## src/hdl/jddm_pkg.sv

```systemverilog
`timescale 1ns / 1ps
`default_nettype none

package jddm_pkg;

  localparam int RAW_W      = 16;
  localparam int LIM_W      = 16;
  localparam int NORM_W     = 19;
  localparam int MAG_W      = 18;
  localparam int PROD_W     = 34;
  localparam int DEN_W      = 17;
  localparam int QUO_W      = PROD_W;
  localparam int SPD_W      = 17;
  localparam int SUM_W      = QUO_W + 2;
  localparam int DIV_STAGES = QUO_W;
  localparam int CFG_IDX_W  = 3;

  // floor(z / 10) = (z * RECIP10) >> RECIP_SHIFT, exact for z below 2^18
  localparam logic [16:0] RECIP10     = 17'd104858;
  localparam int          RECIP_SHIFT = 20;

  localparam logic [CFG_IDX_W-1:0] REG_AXIS_MIN       = 3'd0;
  localparam logic [CFG_IDX_W-1:0] REG_AXIS_MAX       = 3'd1;
  localparam logic [CFG_IDX_W-1:0] REG_AXIS_CENTER    = 3'd2;
  localparam logic [CFG_IDX_W-1:0] REG_DEAD_BAND      = 3'd3;
  localparam logic [CFG_IDX_W-1:0] REG_VELOCITY_LIMIT = 3'd4;
  localparam logic [CFG_IDX_W-1:0] REG_INVERT_LEFT    = 3'd5;
  localparam logic [CFG_IDX_W-1:0] REG_INVERT_RIGHT   = 3'd6;

  localparam logic [RAW_W-1:0] RST_AXIS_MIN       = 16'd0;
  localparam logic [RAW_W-1:0] RST_AXIS_MAX       = 16'd4095;
  localparam logic [RAW_W-1:0] RST_AXIS_CENTER    = 16'd2048;
  localparam logic [RAW_W-1:0] RST_DEAD_BAND      = 16'd100;
  localparam logic [RAW_W-1:0] RST_VELOCITY_LIMIT = 16'd3000;

  typedef struct packed {
    logic [RAW_W-1:0] axis_min;
    logic [RAW_W-1:0] axis_max;
    logic [RAW_W-1:0] axis_center;
    logic [RAW_W-1:0] dead_band;
    logic [RAW_W-1:0] velocity_limit;
    logic             invert_left;
    logic             invert_right;
  } cfg_t;

  // per-sample control that rides alongside the quotient bits
  typedef struct packed {
    logic             span_ok;
    logic             fwd;
    logic             bwd;
    logic             x_pos;
    logic             x_neg;
    logic             y_neg;
    logic [LIM_W-1:0] lim;
  } side_t;

  typedef struct packed {
    side_t             side;
    logic [PROD_W-1:0] num_x;
    logic [PROD_W-1:0] num_y;
    logic [DEN_W-1:0]  den;
  } div_in_t;

  typedef struct packed {
    side_t            side;
    logic [QUO_W-1:0] quo_x;
    logic [QUO_W-1:0] quo_y;
  } div_out_t;

endpackage

`default_nettype wire

```

## src/hdl/jddm_if.sv

```systemverilog
`timescale 1ns / 1ps
`default_nettype none


interface jddm_cfg_if;
  logic                             valid;
  logic                             ready;
  logic [jddm_pkg::CFG_IDX_W-1:0]   index;
  logic [jddm_pkg::RAW_W-1:0]       data;
  modport source  (output valid, index, data, input ready);
  modport sink    (input valid, index, data, output ready);
  modport monitor (input valid, ready, index, data);
endinterface

`default_nettype wire

```

## src/hdl/jddm_cfg.sv

```systemverilog
`timescale 1ns / 1ps
`default_nettype none

module jddm_cfg (
  input  wire              clk_i,
  input  wire              rst_ni,
  jddm_cfg_if.sink         cfg_i,
  output jddm_pkg::cfg_t   cfg_o
);

  jddm_pkg::cfg_t regs_q;

  assign cfg_i.ready = 1'b1;
  assign cfg_o       = regs_q;

  always_ff @(posedge clk_i or negedge rst_ni) begin
    if (!rst_ni) begin
      regs_q.axis_min       <= jddm_pkg::RST_AXIS_MIN;
      regs_q.axis_max       <= jddm_pkg::RST_AXIS_MAX;
      regs_q.axis_center    <= jddm_pkg::RST_AXIS_CENTER;
      regs_q.dead_band      <= jddm_pkg::RST_DEAD_BAND;
      regs_q.velocity_limit <= jddm_pkg::RST_VELOCITY_LIMIT;
      regs_q.invert_left    <= 1'b0;
      regs_q.invert_right   <= 1'b0;
    end else if (cfg_i.valid) begin
      unique case (cfg_i.index)
        jddm_pkg::REG_AXIS_MIN:       regs_q.axis_min       <= cfg_i.data;
        jddm_pkg::REG_AXIS_MAX:       regs_q.axis_max       <= cfg_i.data;
        jddm_pkg::REG_AXIS_CENTER:    regs_q.axis_center    <= cfg_i.data;
        jddm_pkg::REG_DEAD_BAND:      regs_q.dead_band      <= cfg_i.data;
        jddm_pkg::REG_VELOCITY_LIMIT: regs_q.velocity_limit <= cfg_i.data;
        jddm_pkg::REG_INVERT_LEFT:    regs_q.invert_left    <= cfg_i.data[0];
        jddm_pkg::REG_INVERT_RIGHT:   regs_q.invert_right   <= cfg_i.data[0];
        default: ;
      endcase
    end
  end

endmodule

`default_nettype wire

```

## src/flat_wrapper.sv

```systemverilog
// flat-port wrapper written by rule: the top's interface ports become plain ports
module jddm_cfg_flat 
  (clk_i, rst_ni, cfg_o, cfg_i_valid, cfg_i_index, cfg_i_data, cfg_i_ready);
  jddm_cfg_if cfg_i_i ();
  input  wire clk_i;
  input  wire rst_ni;
  output jddm_pkg::cfg_t cfg_o;
  input wire logic [$bits(cfg_i_i.valid)-1:0] cfg_i_valid;
  input wire logic [$bits(cfg_i_i.index)-1:0] cfg_i_index;
  input wire logic [$bits(cfg_i_i.data)-1:0] cfg_i_data;
  output wire logic [$bits(cfg_i_i.ready)-1:0] cfg_i_ready;
  assign cfg_i_i.valid = cfg_i_valid;
  assign cfg_i_i.index = cfg_i_index;
  assign cfg_i_i.data = cfg_i_data;
  assign cfg_i_ready = cfg_i_i.ready;
  jddm_cfg u_core (.clk_i(clk_i), .rst_ni(rst_ni), .cfg_i(cfg_i_i), .cfg_o(cfg_o));
endmodule
```

## config.mk

```make
export PLATFORM = sky130hd
export DESIGN_NAME = jddm_cfg_flat
export DESIGN_NICKNAME = d
export VERILOG_FILES = /design/src/hdl/jddm_pkg.sv /design/src/hdl/jddm_if.sv /design/src/hdl/jddm_cfg.sv /design/src/flat_wrapper.sv
export SDC_FILE = /design/constraint.sdc
export NUM_CORES = 1
export LEC_CHECK = 0
export BUFFER_PORTS_ARGS = -buffer_cell sky130_fd_sc_hd__buf_2
export CELL_PAD_IN_SITES_DETAIL_PLACEMENT = 0
export CELL_PAD_IN_SITES_GLOBAL_PLACEMENT = 1
export CORE_MARGIN = 5
export CORE_UTILIZATION = 42
export CTS_BUF_LIST = sky130_fd_sc_hd__clkbuf_8
export CTS_CLUSTER_SIZE = 16
export DETAILED_ROUTE_END_ITERATION = 6
export MAX_ROUTING_LAYER = met4
export PLACE_DENSITY = 0.8
export SLEW_MARGIN = 20
export SYNTH_ARGS = -nofsm -noshare
export SYNTH_HDL_FRONTEND = slang
export SYNTH_SLANG_ARGS = --single-unit
export TNS_END_PERCENT = 30
```

## constraint.sdc

```tcl
create_clock -name clk_i -period 1.66 [get_ports clk_i]
set_input_delay 0.332 -clock clk_i [delete_from_list [all_inputs] [get_ports clk_i]]
set_output_delay 0.332 -clock clk_i [all_outputs]
set_load 0.02 [all_outputs]
```

==> results.tsv <==
stage	metric	value	unit
outcome	status	completed	
floorplan	die-area	0.00974	mm^2
routing	drcViolationCount	0	
routing	dr.first_iter.drc_count	36	
global_route	antenna_found_initial	0	
synthesis	ys_top_cells_by_count	dfrtp_1, mux2_2, mux2_4, dfstp_2, buf_6	
synthesis	synth.area.top_cells	dfrtp_1, dfstp_2, mux2_2, mux2_4, buf_6	
finish	layout.nets	318	
timing	final.setup.tns	0	ps
finish	seqCellArea	0.00208	mm^2
placement	hpwl	4930	um
routing	dr.pass1.iters	4	
finish	finish.utilization	54.4	%
pwr	peakVddDrop	0.718	mV
timing	fin_crit_sh	83.3	%
critical_path	startpoint_type	register	
critical_path	path_cells	buf_2	
floorplan	coreArea	0.00769	mm^2
synthesis	synthDistinctLibCells	14	
synthesis	syn_area_per_cell	18.3	um^2
clock_network	cts_buffers	9	
global_route	grt_max_degree	83	
routing	ant_nets	0	
routing	dr_total_vias	1916	
placement	place_ws	172	ps
clock_network	cts.sinks	82	
placement	dpl_cell_area	0.00400	mm^2
synthesis	synth-seq-area-share	62.9	%
finish	diodes	0	
routing	wl_per_cell	17.1	um
synthesis	synth.cell_area	0.00331	mm^2
finish	drive_gt1_share	78.1	%
floorplan	die_h	98.7	um
finish	final_cells	403	
clock_network	clock_tree.root_cell	clkbuf_8	
synthesis	ys_seq_elements	82	
routing	viasPerCell	4.75	
global_route	gr-total-overflow	0	
global_route	grt_first_pass_wirelength	11300	um
critical_path	crit_slowest_cell	dfstp_2	
synthesis	synth_warnings	0	
synthesis	synth_area_leader_cell	dfrtp_1	
placement	portBuffers	103	
timing	fmax	723	MHz
clock_network	htreeDepth	3	
critical_path	crit_family	flip-flops	
critical_path	crit_type	register to output pin	
critical_path	r2r_slack	880	ps
run	drv_cap	0	
critical_path	cp_num_buf_inv	1	
synthesis	async_reset_ff_share	100	%
worst_hold_path	hold_path.class	input pin to async pin	
critical_path	required	1330	ps
critical_path	slowest_delay	550	ps
timing	period_minus_slack	1380	ps
global_route	grt_usage	15.3	%
clock_network	cts_resized	0	
synthesis	synthFlopType	dfrtp_1	
critical_path	crit_fanout	2	
synthesis	yosysTopAreaCellShare	44.7	%
pwr	p_per_area	1390	mW/mm^2
placement	dp.cells	387	
floorplan	ios	105	
global_route	grt_pass1_vias	2077	
pwr	total_power	5.83	mW
timing	finalClockSkew	0	ps
clock_network	cts_max_path_buffers	2	
synthesis	synth_fp_nets	203	
routing	routed_wl	6870	um
finish	multi_input_area	0.00113	mm^2
pwr	p_leak	2.00	nW
critical_path	crit_path_end_kind	output pin	
timing	slew_violations	0	
synthesis	yosysMostFrequentCell	dfrtp_1	
timing	rsz0062_at_grt	no	
finish	syn2layout_area_growth	26.6	%
finish	stdcell_area	0.00418	mm^2
timing	hold_violations	0	
floorplan	initial_core_util	43.0	%
finish	largest_reg_flops	82	
clock_network	clk_pin_slew	80	ps
clock_network	post_cts_buffers	0	
clock_network	clk_latency	340	ps
synthesis	synthCells	181	
timing	timing.hold.ws	1.35	ps
finish	fillers	671	
clock_network	cts_tree	done	
floorplan	rows	32	
timing	setup_viol	0	
synthesis	synth_edf_count	0	
clock_network	holdBufCountCts	0	
floorplan	die_w	98.7	um
placement	gp_congestion	0.794	
timing	worst_slack	277	ps
critical_path	cp_data_arrival_time	1050	ps
cell type report:
class                           instances  area share (%)
Clock inverter                          7            1.50
Timing Repair Buffer                  113            15.7
Sequential cell                        82            49.7
Clock buffer                            9            2.96
Multi-Input combinational cell         90            27.1
Tap cell                              102            3.05
power breakdown:
part,total (mW),switching (mW),internal [mW]
Clock,1.35,0.674,0.679
Sequential,2.76,0.233,2.53
Combinational,1.72,0.960,0.757
Total,5.83,1.87,3.96
layer usage:
metal / GRT usage, % / routed length, um / vias up / share of wire, %
li1: - / - / 880 / -
met1: 21.3 / 3320 / 947 / 48
met2: 20.4 / 2890 / 85 / 42
met3: 6.37 / 643 / 4 / 9.4
met4: 4.41 / 20 / 0 / 0.29
met5: - / 0 / - / 0
worst paths after layout:
check	start	endpoint	cells after the start
worst max-delay path	u_core.cfg_o[57]	cfg_o[57]	1
worst min-delay path	rst_ni	u_core.cfg_o[12]	2
worst max register to register	u_core.cfg_o[80]	u_core.cfg_o[80]	1
worst min register to register	u_core.cfg_o[27]	u_core.cfg_o[27]	1
max in group asynchronous	rst_ni	u_core.cfg_o[54]	2
min in group clk_i	cfg_i_data[13]	u_core.cfg_o[15]	2
cells by family after synthesis:
logic type	count (synthesis)	share of synthesized area (%)
other	1	0.113
muxes	82	31.3
DFF	82	62.9
and+or+nand+nor	7	2.84
buffers and inverters	9	2.76
placed cells by master, fill, tap and decap left out, types with 2 or more instances in the layout:
cell type   netlist  final
dfrtp_1          59     59
nand4b_1          2      2
mux2_4           30     30
clkinv_2          0      2
buf_2             1    102
mux2_2           51     51
clkinvlp_4        0      2
dfstp_2          23     23
buf_4             1      6
clkbuf_8          0      9
buf_12            0      5
and4bb_2          2      2
inv_1             0      2
Note: power is estimated with default switching activity, not from simulation.
