File: src/hdl/jddm_pkg.sv
`timescale 1ns / 1ps
`default_nettype none

package jddm_pkg;

  localparam int RAW_W      = 16;
  localparam int LIM_W      = 16;
  localparam int NORM_W     = 19;
  localparam int MAG_W      = 18;
  localparam int PROD_W     = 34;
  localparam int DEN_W      = 17;
  localparam int QUO_W      = PROD_W;
  localparam int SPD_W      = 17;
  localparam int SUM_W      = QUO_W + 2;
  localparam int DIV_STAGES = QUO_W;
  localparam int CFG_IDX_W  = 3;

  // floor(z / 10) = (z * RECIP10) >> RECIP_SHIFT, exact for z below 2^18
  localparam logic [16:0] RECIP10     = 17'd104858;
  localparam int          RECIP_SHIFT = 20;

  localparam logic [CFG_IDX_W-1:0] REG_AXIS_MIN       = 3'd0;
  localparam logic [CFG_IDX_W-1:0] REG_AXIS_MAX       = 3'd1;
  localparam logic [CFG_IDX_W-1:0] REG_AXIS_CENTER    = 3'd2;
  localparam logic [CFG_IDX_W-1:0] REG_DEAD_BAND      = 3'd3;
  localparam logic [CFG_IDX_W-1:0] REG_VELOCITY_LIMIT = 3'd4;
  localparam logic [CFG_IDX_W-1:0] REG_INVERT_LEFT    = 3'd5;
  localparam logic [CFG_IDX_W-1:0] REG_INVERT_RIGHT   = 3'd6;

  localparam logic [RAW_W-1:0] RST_AXIS_MIN       = 16'd0;
  localparam logic [RAW_W-1:0] RST_AXIS_MAX       = 16'd4095;
  localparam logic [RAW_W-1:0] RST_AXIS_CENTER    = 16'd2048;
  localparam logic [RAW_W-1:0] RST_DEAD_BAND      = 16'd100;
  localparam logic [RAW_W-1:0] RST_VELOCITY_LIMIT = 16'd3000;

  typedef struct packed {
    logic [RAW_W-1:0] axis_min;
    logic [RAW_W-1:0] axis_max;
    logic [RAW_W-1:0] axis_center;
    logic [RAW_W-1:0] dead_band;
    logic [RAW_W-1:0] velocity_limit;
    logic             invert_left;
    logic             invert_right;
  } cfg_t;

  // per-sample control that rides alongside the quotient bits
  typedef struct packed {
    logic             span_ok;
    logic             fwd;
    logic             bwd;
    logic             x_pos;
    logic             x_neg;
    logic             y_neg;
    logic [LIM_W-1:0] lim;
  } side_t;

  typedef struct packed {
    side_t             side;
    logic [PROD_W-1:0] num_x;
    logic [PROD_W-1:0] num_y;
    logic [DEN_W-1:0]  den;
  } div_in_t;

  typedef struct packed {
    side_t            side;
    logic [QUO_W-1:0] quo_x;
    logic [QUO_W-1:0] quo_y;
  } div_out_t;

endpackage

`default_nettype wire

File: src/hdl/jddm_mix.sv
`timescale 1ns / 1ps
`default_nettype none

module jddm_mix (
  input  wire                              clk_i,
  input  wire                              rst_ni,
  input  wire                              adv_i,
  input  wire                              valid_i,
  input  jddm_pkg::div_out_t               div_i,
  input  wire                              invert_left_i,
  input  wire                              invert_right_i,
  output logic                             valid_o,
  output logic signed [jddm_pkg::SPD_W-1:0] left_o,
  output logic signed [jddm_pkg::SPD_W-1:0] right_o
);

  localparam int SW = jddm_pkg::SUM_W;
  localparam int QW = jddm_pkg::QUO_W;

  // stage A: sign the quotients and mix
  logic signed [SW-1:0] turn_d;
  logic signed [SW-1:0] drive_d;
  logic signed [SW-1:0] left_d;
  logic signed [SW-1:0] right_d;

  logic                       va_q;
  logic                       ok_a_q;
  logic [jddm_pkg::LIM_W-1:0] lim_a_q;
  logic signed [SW-1:0]       left_a_q;
  logic signed [SW-1:0]       right_a_q;

  always_comb begin
    turn_d  = $signed({{(SW - QW){1'b0}}, div_i.quo_x});
    drive_d = $signed({{(SW - QW){1'b0}}, div_i.quo_y});
    if (div_i.side.x_neg) turn_d  = -turn_d;
    if (div_i.side.y_neg) drive_d = -drive_d;

    if (div_i.side.fwd) begin
      if (!div_i.side.x_pos) begin
        right_d = drive_d;
        left_d  = drive_d + turn_d;
      end else begin
        left_d  = drive_d;
        right_d = drive_d - turn_d;
      end
    end else if (div_i.side.bwd) begin
      if (!div_i.side.x_pos) begin
        right_d = drive_d;
        left_d  = drive_d - turn_d;
      end else begin
        left_d  = drive_d;
        right_d = drive_d + turn_d;
      end
    end else begin
      // pivot in place
      left_d  = turn_d;
      right_d = -turn_d;
    end
  end

  always_ff @(posedge clk_i or negedge rst_ni) begin
    if (!rst_ni) begin
      va_q <= 1'b0;
    end else if (adv_i) begin
      va_q <= valid_i;
    end
  end

  always_ff @(posedge clk_i) begin
    if (adv_i) begin
      ok_a_q    <= div_i.side.span_ok;
      lim_a_q   <= div_i.side.lim;
      left_a_q  <= left_d;
      right_a_q <= right_d;
    end
  end

  // stage B: clamp, invert, zero on an empty span, register the output beat
  function automatic logic signed [jddm_pkg::SPD_W-1:0] wheel(
    input logic signed [SW-1:0]       v,
    input logic [jddm_pkg::LIM_W-1:0] lim,
    input logic                       inv,
    input logic                       ok
  );
    logic signed [SW-1:0]             lim_s;
    logic signed [SW-1:0]             c;
    logic signed [jddm_pkg::SPD_W-1:0] w;
    lim_s = $signed({{(SW - jddm_pkg::LIM_W){1'b0}}, lim});
    if (v > lim_s) begin
      c = lim_s;
    end else if (v < -lim_s) begin
      c = -lim_s;
    end else begin
      c = v;
    end
    w = c[jddm_pkg::SPD_W-1:0];
    if (inv) w = -w;
    return ok ? w : '0;
  endfunction

  logic                              vb_q;
  logic signed [jddm_pkg::SPD_W-1:0] left_q;
  logic signed [jddm_pkg::SPD_W-1:0] right_q;

  always_ff @(posedge clk_i or negedge rst_ni) begin
    if (!rst_ni) begin
      vb_q <= 1'b0;
    end else if (adv_i) begin
      vb_q <= va_q;
    end
  end

  always_ff @(posedge clk_i) begin
    if (adv_i) begin
      left_q  <= wheel(left_a_q, lim_a_q, invert_left_i, ok_a_q);
      right_q <= wheel(right_a_q, lim_a_q, invert_right_i, ok_a_q);
    end
  end

  assign valid_o = vb_q;
  assign left_o  = left_q;
  assign right_o = right_q;

endmodule

`default_nettype wire

File: config.mk
export PLATFORM = sky130hd
export DESIGN_NAME = jddm_mix
export DESIGN_NICKNAME = d
export VERILOG_FILES = /design/src/hdl/jddm_pkg.sv /design/src/hdl/jddm_mix.sv
export SDC_FILE = /design/constraint.sdc
export NUM_CORES = 1
export LEC_CHECK = 0
export BUFFER_PORTS_ARGS = -buffer_cell sky130_fd_sc_hd__buf_2
export CAP_MARGIN = 20
export CORE_MARGIN = 5
export CORE_UTILIZATION = 35
export DETAILED_ROUTE_END_ITERATION = 12
export PLACE_DENSITY_LB_ADDON = 0.2
export SLEW_MARGIN = 0
export SYNTH_ARGS = -nofsm -noshare
export SYNTH_HDL_FRONTEND = slang
export SYNTH_SLANG_ARGS = --single-unit
File: constraint.sdc
create_clock -name clk_i -period 6.9 [get_ports clk_i]
set_input_delay 0 -clock clk_i [delete_from_list [all_inputs] [get_ports clk_i]]
set_output_delay 0 -clock clk_i [all_outputs]
set_load 0.05 [all_outputs]
==> metrics.txt <==
status finished clean; Mapped Area 17000 um2; worst-case vdd ir drop 0.137 mV; final setup vio count 0; Syn Nets 2439; total clock sinks 125; Max Slew Vio Count 0; CTS tree done; DR vias 16800; GRT Total Usage 0.214; die height 230 um; met1 GRT Util 0.313; Routed Antenna Nets 0; cell count after synthesis 2174; Seq/Total Area, Yosys 0.220; synth unique cells 107; clk slew on worst S/H paths 50 ps; clk_skew 15.2 ps; crit path DAT 6590 ps; Initial DRC Count 1465; initial core utilization 0.355; die area 53100 um2; WP data required 7080 ps; post-detail-place hpwl 48.1 mm; total wire length 58.8 mm; commonest cells after routing, fill and taps aside nor2_1, nand2_1, a21oi_1, o21ai_0, ha_1; clk_lat worst skew 430 ps; H-tree levels 4; placed insts 2864; I/O pin count 131; syn_area_per_cell 7.82 um2; GRT Max-Usage Layer met2; GR Util met2 0.337; core footprint 47900 um2; Die X 230 um; CP Class reg -> reg; crit path time final 6410 ps; Worst Hold Depth 3; Cell Count, Final, Fillers Out 2918; vias in the first global route 15800; Yosys reg bits 125; Longest Clk Path Bufs 2; Flop pwr share 0.277; clock share of power 0.203; first-pass GRT wire length 90.9 mm; Register-to-Register Path Depth 21; Num CTS Buffers 17; worst min-delay path class in -> reg; grt met3 use 0.0229; root buffer cell clkbuf_16; Rel. slew slack 0.307; grt ovf 0; count of final hold-check violations 0; commonest non-fill, non-tap cell in the layout nor2_1; area taken by multi-input logic gates 12300 um2; DRT Pass-1 Iters 6; number of fill cells 4879; Most used DFF post-synth edfxtp_1; Switch Pwr 1.69 mW; Pleak 7.85 nW; CP startpoint kind flip-flop; worst-path fanout max 10; # nets final 2555; GPL Wtd Cong 0.937; Setup TNS 0 ps; number of synthesized flops with an enable pin 123; WL/cell 20.2 um; FF+latch area 3740 um2; Least-Margin Pin Slew 1030 ps; num rows 80; Setup crit end kind flip-flop; area growth from synthesis to layout 13.2%; drt via density 5.74; power density cells 203 nW/um2; initial antenna violation count 0; Port Buffers 130; yosys warns 0; Max-Cap Viols 0; ys async rst share 0.0160; Period Utilization, post-route 0.929; largest net degree at the start of global routing 69; share of layout cells above drive strength 1 0.134; DRC 0; antenna diode count 0; Fmax 156 MHz; combinational power share 0.520; switch share 0.432; Cell Int Power 2.22 mW; unrepaired setup endpoints after global routing false
==> per-layer routing <==
metal	up-vias	routed length [um]	part of all wire
li1	8231	-	-
met1	7873	28300	0.48
met2	581	26000	0.44
met3	71	3310	0.056
met4	0	1250	0.021
met5	-	0	0
==> what timing repair did <==
action,in CTS,in global routing
endpoints found under the setup margin,0,20
hold buffers,20,0
setup buffers,0,2
gates resized for setup,0,13
hold endpoints to repair,20,0
==> cells by family after synthesis <==
| group | Yosys count | share of synthesized area |
|---|---|---|
| xor+xnor | 207 | 0.110 |
| flops | 125 | 0.220 |
| mux | 35 | 0.0216 |
| fa+ha+maj | 171 | 0.127 |
| compound gates | 685 | 0.266 |
| simple gates | 692 | 0.197 |
| buf+inv | 259 | 0.0588 |
==> metrics by stage <==
stage / power, mW / hold slack (ps) / cell area, um2 / util / setup WS (ps)
after floorplan: 2.48 / -296 / 17000 / - / 821
after global placement: 3.06 / -216 / 18400 / 0.385 / 273
after detailed placement: 3.08 / -214 / 18400 / 0.385 / 126
after CTS: 3.90 / 38.2 / 19200 / 0.400 / 90.9
after global routing: 4.17 / 70.1 / 19300 / 0.402 / 92.9
final: 3.90 / 74.6 / 19300 / 0.402 / 490
==> synth_stat cells, types with 25 or more instances <==
master,instances,area (um2)
a21oi_1,174,871
ha_1,167,2090
o21ai_0,175,876
a21o_1,33,248
nor4_1,35,219
inv_1,142,533
nand3_1,54,270
nor2_1,211,792
clkbuf_1,99,372
edfxtp_1,123,3690
o31ai_1,32,240
a31oi_1,25,156
nand2_1,184,691
xnor2_1,148,1300
or3_1,28,175
nor3_1,54,270
xor2_1,53,464
o211ai_1,51,383
==> final timing paths <==
path	from	endpoint	slack, ps
max	lim_a_q[1]	right_o[15]	490
min in group asynchronous	rst_ni	va_q	420
max in group asynchronous	rst_ni	valid_o	6360
min	div_i[0]	left_a_q[0]	70
max reg2reg	lim_a_q[1]	right_o[15]	490
min reg2reg	valid_o	valid_o	500
==> final cells by class <==
type	instances	share of cell area
Sequential cell	125	0.194
Multi-Input combinational cell	1790	0.641
Inverter	143	0.0279
Tap cell	615	0.0400
Timing Repair Buffer	213	0.0690
Clock inverter	7	0.00214
Clock buffer	25	0.0252
==> power groups by stage <==
| stage | logic (mW) | clock network [mW] | registers [mW] |
|---|---|---|---|
| 2_1_floorplan | 1.36 | 0 | 1.12 |
| 3_3_place_gp | 1.96 | 0 | 1.10 |
| 3_5_place_dp | 1.98 | 0 | 1.10 |
| 4_1_cts | 2.00 | 0.822 | 1.08 |
| 5_1_grt | 2.23 | 0.849 | 1.09 |
| 6_report | 2.03 | 0.791 | 1.08 |
==> critical path: stages, from the launching register on <==
cell and delay [ps]:
edfxtp_1 410, inv_1 170, ha_2 270, or3b_2 500, nor2_2 160, nand2_1 130, buf_4 220, nor3_1 300
ha_1 310, and4_1 250, a221o_1 340, a2111oi_2 400, o21ai_1 160, xnor2_1 190, a211oi_4 460, buf_4 230
mux2_2 340, o22ai_2 240, nand4b_2 210, or3_1 380, o41a_1 330, mux2i_1 130
==> registers in the layout, indices dropped and copies added (netlist names) <==
| register | cells |
|---|---|
| left_o | 17 |
| left_a_q | 36 |
| valid_o | 1 |
| va_q | 1 |
| right_o | 17 |
| lim_a_q | 16 |
| right_a_q | 36 |
| ok_a_q | 1 |
(Power assumes the default switching activity.)
