`src/hdl/jddm_pkg.sv`:
```
`timescale 1ns / 1ps
`default_nettype none

package jddm_pkg;

  localparam int RAW_W      = 16;
  localparam int LIM_W      = 16;
  localparam int NORM_W     = 19;
  localparam int MAG_W      = 18;
  localparam int PROD_W     = 34;
  localparam int DEN_W      = 17;
  localparam int QUO_W      = PROD_W;
  localparam int SPD_W      = 17;
  localparam int SUM_W      = QUO_W + 2;
  localparam int DIV_STAGES = QUO_W;
  localparam int CFG_IDX_W  = 3;

  // floor(z / 10) = (z * RECIP10) >> RECIP_SHIFT, exact for z below 2^18
  localparam logic [16:0] RECIP10     = 17'd104858;
  localparam int          RECIP_SHIFT = 20;

  localparam logic [CFG_IDX_W-1:0] REG_AXIS_MIN       = 3'd0;
  localparam logic [CFG_IDX_W-1:0] REG_AXIS_MAX       = 3'd1;
  localparam logic [CFG_IDX_W-1:0] REG_AXIS_CENTER    = 3'd2;
  localparam logic [CFG_IDX_W-1:0] REG_DEAD_BAND      = 3'd3;
  localparam logic [CFG_IDX_W-1:0] REG_VELOCITY_LIMIT = 3'd4;
  localparam logic [CFG_IDX_W-1:0] REG_INVERT_LEFT    = 3'd5;
  localparam logic [CFG_IDX_W-1:0] REG_INVERT_RIGHT   = 3'd6;

  localparam logic [RAW_W-1:0] RST_AXIS_MIN       = 16'd0;
  localparam logic [RAW_W-1:0] RST_AXIS_MAX       = 16'd4095;
  localparam logic [RAW_W-1:0] RST_AXIS_CENTER    = 16'd2048;
  localparam logic [RAW_W-1:0] RST_DEAD_BAND      = 16'd100;
  localparam logic [RAW_W-1:0] RST_VELOCITY_LIMIT = 16'd3000;

  typedef struct packed {
    logic [RAW_W-1:0] axis_min;
    logic [RAW_W-1:0] axis_max;
    logic [RAW_W-1:0] axis_center;
    logic [RAW_W-1:0] dead_band;
    logic [RAW_W-1:0] velocity_limit;
    logic             invert_left;
    logic             invert_right;
  } cfg_t;

  // per-sample control that rides alongside the quotient bits
  typedef struct packed {
    logic             span_ok;
    logic             fwd;
    logic             bwd;
    logic             x_pos;
    logic             x_neg;
    logic             y_neg;
    logic [LIM_W-1:0] lim;
  } side_t;

  typedef struct packed {
    side_t             side;
    logic [PROD_W-1:0] num_x;
    logic [PROD_W-1:0] num_y;
    logic [DEN_W-1:0]  den;
  } div_in_t;

  typedef struct packed {
    side_t            side;
    logic [QUO_W-1:0] quo_x;
    logic [QUO_W-1:0] quo_y;
  } div_out_t;

endpackage

`default_nettype wire

```
`src/hdl/jddm_front.sv`:
```
`timescale 1ns / 1ps
`default_nettype none

module jddm_front (
  input  wire                            clk_i,
  input  wire                            rst_ni,
  input  wire                            adv_i,
  input  wire                            valid_i,
  input  wire [jddm_pkg::RAW_W-1:0]      stick_x_i,
  input  wire [jddm_pkg::RAW_W-1:0]      stick_y_i,
  input  wire                            fast_mode_i,
  input  jddm_pkg::cfg_t                 cfg_i,
  output logic                           valid_o,
  output jddm_pkg::div_in_t              div_o
);

  localparam int TEN_W = jddm_pkg::NORM_W + 4;

  // normalized numerator 2*(raw - min) - span, zero inside the dead band
  function automatic logic signed [jddm_pkg::NORM_W-1:0] norm_axis(
    input logic [jddm_pkg::RAW_W-1:0] raw,
    input logic [jddm_pkg::RAW_W-1:0] center,
    input logic [jddm_pkg::RAW_W-1:0] dband,
    input logic [jddm_pkg::RAW_W-1:0] amin,
    input logic [jddm_pkg::RAW_W-1:0] span
  );
    logic signed [jddm_pkg::RAW_W:0]    dc;
    logic signed [jddm_pkg::RAW_W:0]    off;
    logic [jddm_pkg::RAW_W:0]           adc;
    logic signed [jddm_pkg::NORM_W-1:0] n;
    dc  = $signed({1'b0, raw}) - $signed({1'b0, center});
    adc = dc[jddm_pkg::RAW_W] ? 17'(-dc) : 17'(dc);
    off = $signed({1'b0, raw}) - $signed({1'b0, amin});
    n   = (jddm_pkg::NORM_W'(off) <<< 1)
          - $signed({{(jddm_pkg::NORM_W - jddm_pkg::RAW_W){1'b0}}, span});
    return (adc < {1'b0, dband}) ? '0 : n;
  endfunction

  // stage 1: normalize both axes, derive the limit
  logic                               v1_q;
  logic                               fast1_q;
  logic                               ok1_q;
  logic [jddm_pkg::RAW_W-1:0]         span1_q;
  logic signed [jddm_pkg::NORM_W-1:0] nx1_q;
  logic signed [jddm_pkg::NORM_W-1:0] ny1_q;
  logic [jddm_pkg::LIM_W-1:0]         lim1_q;

  logic signed [jddm_pkg::RAW_W:0]    span_d;
  logic [jddm_pkg::RAW_W:0]           vl9_d;
  logic [jddm_pkg::PROD_W-1:0]        rp_d;
  logic [jddm_pkg::LIM_W-1:0]         lim_d;

  always_comb begin
    span_d = $signed({1'b0, cfg_i.axis_max}) - $signed({1'b0, cfg_i.axis_min});
    // floor(9v/10) = v - ceil(v/10) = v - floor((v+9)/10)
    vl9_d  = {1'b0, cfg_i.velocity_limit} + 17'd9;
    rp_d   = jddm_pkg::PROD_W'(vl9_d) * jddm_pkg::PROD_W'(jddm_pkg::RECIP10);
    if (fast_mode_i) begin
      lim_d = cfg_i.velocity_limit
              - jddm_pkg::LIM_W'(rp_d[jddm_pkg::PROD_W-1:jddm_pkg::RECIP_SHIFT]);
    end else begin
      lim_d = cfg_i.velocity_limit >> 1;
    end
  end

  always_ff @(posedge clk_i or negedge rst_ni) begin
    if (!rst_ni) begin
      v1_q <= 1'b0;
    end else if (adv_i) begin
      v1_q <= valid_i;
    end
  end

  always_ff @(posedge clk_i) begin
    if (adv_i) begin
      fast1_q <= fast_mode_i;
      ok1_q   <= !span_d[jddm_pkg::RAW_W] && (span_d != '0);
      span1_q <= span_d[jddm_pkg::RAW_W-1:0];
      lim1_q  <= lim_d;
      nx1_q   <= norm_axis(stick_x_i, cfg_i.axis_center, cfg_i.dead_band,
                           cfg_i.axis_min, span_d[jddm_pkg::RAW_W-1:0]);
      ny1_q   <= norm_axis(stick_y_i, cfg_i.axis_center, cfg_i.dead_band,
                           cfg_i.axis_min, span_d[jddm_pkg::RAW_W-1:0]);
    end
  end

  // stage 2: scale magnitudes by the limit, pick the drive band
  logic [jddm_pkg::MAG_W-1:0]   mag_x_d;
  logic [jddm_pkg::MAG_W-1:0]   mag_y_d;
  logic signed [TEN_W-1:0]      ten_ny_d;
  logic signed [TEN_W-1:0]      span_s_d;
  jddm_pkg::div_in_t            div_d;
  logic                         v2_q;
  jddm_pkg::div_in_t            div2_q;

  always_comb begin
    mag_x_d  = nx1_q[jddm_pkg::NORM_W-1] ? jddm_pkg::MAG_W'(-nx1_q)
                                         : jddm_pkg::MAG_W'(nx1_q);
    mag_y_d  = ny1_q[jddm_pkg::NORM_W-1] ? jddm_pkg::MAG_W'(-ny1_q)
                                         : jddm_pkg::MAG_W'(ny1_q);
    ten_ny_d = (TEN_W'(ny1_q) <<< 3) + (TEN_W'(ny1_q) <<< 1);
    span_s_d = $signed({{(TEN_W - jddm_pkg::RAW_W){1'b0}}, span1_q});

    div_d.side.span_ok = ok1_q;
    div_d.side.fwd     = ten_ny_d >= span_s_d;
    div_d.side.bwd     = ten_ny_d <= -span_s_d;
    div_d.side.x_pos   = !nx1_q[jddm_pkg::NORM_W-1] && (nx1_q != '0);
    div_d.side.x_neg   = nx1_q[jddm_pkg::NORM_W-1];
    div_d.side.y_neg   = ny1_q[jddm_pkg::NORM_W-1];
    div_d.side.lim     = lim1_q;
    div_d.num_x        = jddm_pkg::PROD_W'(mag_x_d) * jddm_pkg::PROD_W'(lim1_q);
    div_d.num_y        = jddm_pkg::PROD_W'(mag_y_d) * jddm_pkg::PROD_W'(lim1_q);
    div_d.den          = fast1_q ? {1'b0, span1_q} : {span1_q, 1'b0};
  end

  always_ff @(posedge clk_i or negedge rst_ni) begin
    if (!rst_ni) begin
      v2_q <= 1'b0;
    end else if (adv_i) begin
      v2_q <= v1_q;
    end
  end

  always_ff @(posedge clk_i) begin
    if (adv_i) begin
      div2_q <= div_d;
    end
  end

  assign valid_o = v2_q;
  assign div_o   = div2_q;

endmodule

`default_nettype wire

```
`config.mk`:
```
export PLATFORM = sky130hd
export DESIGN_NAME = jddm_front
export DESIGN_NICKNAME = d
export VERILOG_FILES = /design/src/hdl/jddm_pkg.sv /design/src/hdl/jddm_front.sv
export SDC_FILE = /design/constraint.sdc
export NUM_CORES = 2
export LEC_CHECK = 0
export ABC_AREA = 1
export ABC_CLOCK_PERIOD_IN_PS = 16400
export BUFFER_PORTS_ARGS = -buffer_cell sky130_fd_sc_hd__buf_4
export CORE_MARGIN = 2
export CORE_UTILIZATION = 50
export DETAILED_ROUTE_END_ITERATION = 16
export GPL_TIMING_DRIVEN = 0
export PLACE_DENSITY = 0.66
export SKIP_CTS_REPAIR_TIMING = 1
export SYNTH_ARGS = -nofsm -noshare
export SYNTH_HDL_FRONTEND = slang
export SYNTH_SLANG_ARGS = --single-unit
```
`constraint.sdc`:
```
create_clock -name clk_i -period 16.4 [get_ports clk_i]
set_input_delay 0.82 -clock clk_i [delete_from_list [all_inputs] [get_ports clk_i]]
set_output_delay 0.82 -clock clk_i [all_outputs]
set_load 0.005 [all_outputs]
```
==> flow_summary_export.csv <==
group,metric,value,unit
global_route,grt_pass1_vias,35700,
yosys,synth_top_cells_by_count,"1183 x inv_1, 1150 x nand2_1, 556 x ha_1, 539 x fa_1, 439 x nor2_1",
timing,tns,0,ps
clock_network,clk_latency,510,ps
yosys,yosysSeqAreaShare,13.0,%
die,std_cell_rows,105,
clock_network,cts_buffer_depth,2,
timing,hold_viol,0,
yosys,yosys.area.top_type,"fa_1",
setup_path,end_kind,"flip-flop",
drt,drc,0,
setup_path,critPathBufInv,9,
yosys,synth_edf_count,179,
setup_path,cp_slowest_cell,"xnor2_1",
timing,rsz0062_at_grt,"false",
yosys,synth_most_common_cell,"inv_1",
yosys,yosysTopAreaCellShare,25.9,%
yosys,syn_nets,6574,
min_path,hold_path_class,"input port to async pin",
timing,setup_viol,0,
final_layout,layout.nets,6818,
die,coreArea,0.0822,mm²
setup_path,start_kind,"input port",
global_route,overflow,0,
timing,fin_skew,20.9,ps
setup_path,worstReg2RegStart,"nx1_q[0]",
yosys,syn_area,0.0417,mm²
setup_path,cp.arrival,9280,ps
yosys,synth.ff_latch_count,181,
drt,first_iter_violations,2379,
drt,wl_per_cell,18.0,µm
clock_network,cts_root_buf,"clkbuf_16",
yosys,synthArstFlopShare,1.10,%
final_layout,fin_cells,6686,
setup_path,critical-path-top-delay-family,"adder cells",
global_route,grt_usage,28.5,%
drt,final_antenna_net_count,0,
clock_network,cts_sinks,181,
drt,num_vias,35600,
drt,drtPass1Iterations,8,
placed_design,portBuffers,224,
timing,worst-slew-pin-transition,1190,ps
yosys,ys_warn_count,0,
drt,viasPerCell,5.32,
placed_design,placed_cells,6655,
timing,slew_viol_final,0,
clock_network,htreeDepth,4,
drt,drt-total-wl,120,mm
setup_path,cpMostUsedCell,"inv_1",
timing,min_period,9020,ps
clock_network,tritoncts,"yes",
global_route,antenna_found_initial,0,
setup_path,r2r_end,"div_o[81]",
yosys,synth_ff_type,"edfxtp_1",
die,die_width,293,µm
outcome,status,"completed",
setup_path,critPathKind,"input port to flip-flop",
die,start_util,50.7,%
final_layout,syn_to_final_growth,8.74,%
final_layout,drive_gt1_share,6.94,%
clock_network,clk_pin_slew,70,ps
die,io_pins,227,
final_layout,fillCellCount,7934,
setup_path,max_stage_delay,780,ps
yosys,ys_types,59,
setup_path,cp_data_required_time,16660,ps
setup_path,critPathMaxFanout,6,
timing,max_slew_margin,20.6,%
placed_design,hpwl,104,mm
global_route,grt_max_degree,121,
setup_path,startpoint,"cfg_i[3]",
placed_design,place_congestion,0.966,
clock_network,numCtsBuffers,17,
yosys,syn_area_per_cell,7.78,µm²
setup_path,rrSetupSlack,8090,ps
timing,fmax,111,MHz
yosys,synth_cells,5360,
die,fp.dieArea,0.0857,mm²
flow_run,max-cap-violations,0,
yosys,synthTopCellsByArea,"fa_1 26%, ha_1 17%, edfxtp_1 13%",
setup_path,worst-r2r-cell-count,36,
global_route,grt_pass1_wl,190,mm
timing,fin_crit_sh,55.0,%
final_layout,antennaDiodeCount,0,
die,die_y,293,µm
[layout make-up]
cell class	count	area [µm²]	area share, %
Multi-Input combinational cell	3882	31300	69.1
Sequential cell	181	5430	12.0
Inverter	1195	4490	9.90
Timing Repair Buffer	225	1720	3.79
Tap cell	1070	1340	2.95
Buffer	102	434	0.958
Clock buffer	17	425	0.939
Clock inverter	14	160	0.353
[worst reg2reg max path, delay by kind of cell, from the launching register on]
family | cells | cell delay [ps]
adder cells (fa/ha/maj) | 8 | 3610
buffers and inverters | 12 | 2160
AND/OR/NAND/NOR | 16 | 1960
flip-flops | 1 | 330
[layout by cell type (no fill, tap or decap), drive strengths merged, types with 146 or more instances in the layout]
master	count
a21oi	316
buf	246
ha	556
o21ai	154
edfxtp	179
nand2	1181
fa	539
nor2	451
inv	1201
xor2	146
nand3	188
[registers in the layout, summed over array words and instances (netlist names)]
register / count
ok1_q: 1
ny1_q: 19
span1_q: 16
lim1_q: 16
v1_q: 1
valid_o: 1
div_o: 107
nx1_q: 19
fast1_q: 1
[logic make-up after synthesis]
kind of cell / Yosys count / synth area share, %
simple gates: 1983 / 20.0
buf+inv: 1297 / 11.8
fa+ha+maj: 1095 / 42.6
compound gates: 591 / 8.14
xor+xnor: 213 / 4.49
flops: 181 / 13.0
[worst max path at each step]
stage                 endpoint  slack [ps]  cells after the start
finish              lim1_q[15]        7380                     38
global placement    lim1_q[15]        6870                     38
CTS                 lim1_q[15]        7420                     38
floorplan           lim1_q[15]        8500                     37
global route        lim1_q[15]        6840                     40
detailed placement  lim1_q[15]        6880                     38
[per-stage QoR]
stage | setup WS [ps] | util (%) | cell area (µm²) | hold WS (ps)
6_report | 7380 | 55.1 | 45300 | 86.2
5_1_grt | 6840 | 55.1 | 45300 | 55.7
4_1_cts | 7420 | 55.1 | 45300 | 26.7
3_5_place_dp | 6880 | 54.4 | 44700 | 431
3_3_place_gp | 6870 | 54.3 | 44700 | 405
2_1_floorplan | 8500 | - | 41700 | 400
[layer usage]
| layer | vias to the layer above | global-route usage [%] | part of all wire, % |
|---|---|---|---|
| li1 | 17200 | - | - |
| met1 | 17000 | 36.0 | 42 |
| met5 | - | 0 | 0 |
| met3 | 258 | 4.24 | 6.3 |
| met4 | 0 | 10.6 | 3.8 |
| met2 | 1121 | 49.2 | 48 |
Power is left out: the tool's default activity adds up to more than one toggle a clock period on the data nets, which glitch-free logic cannot reach.
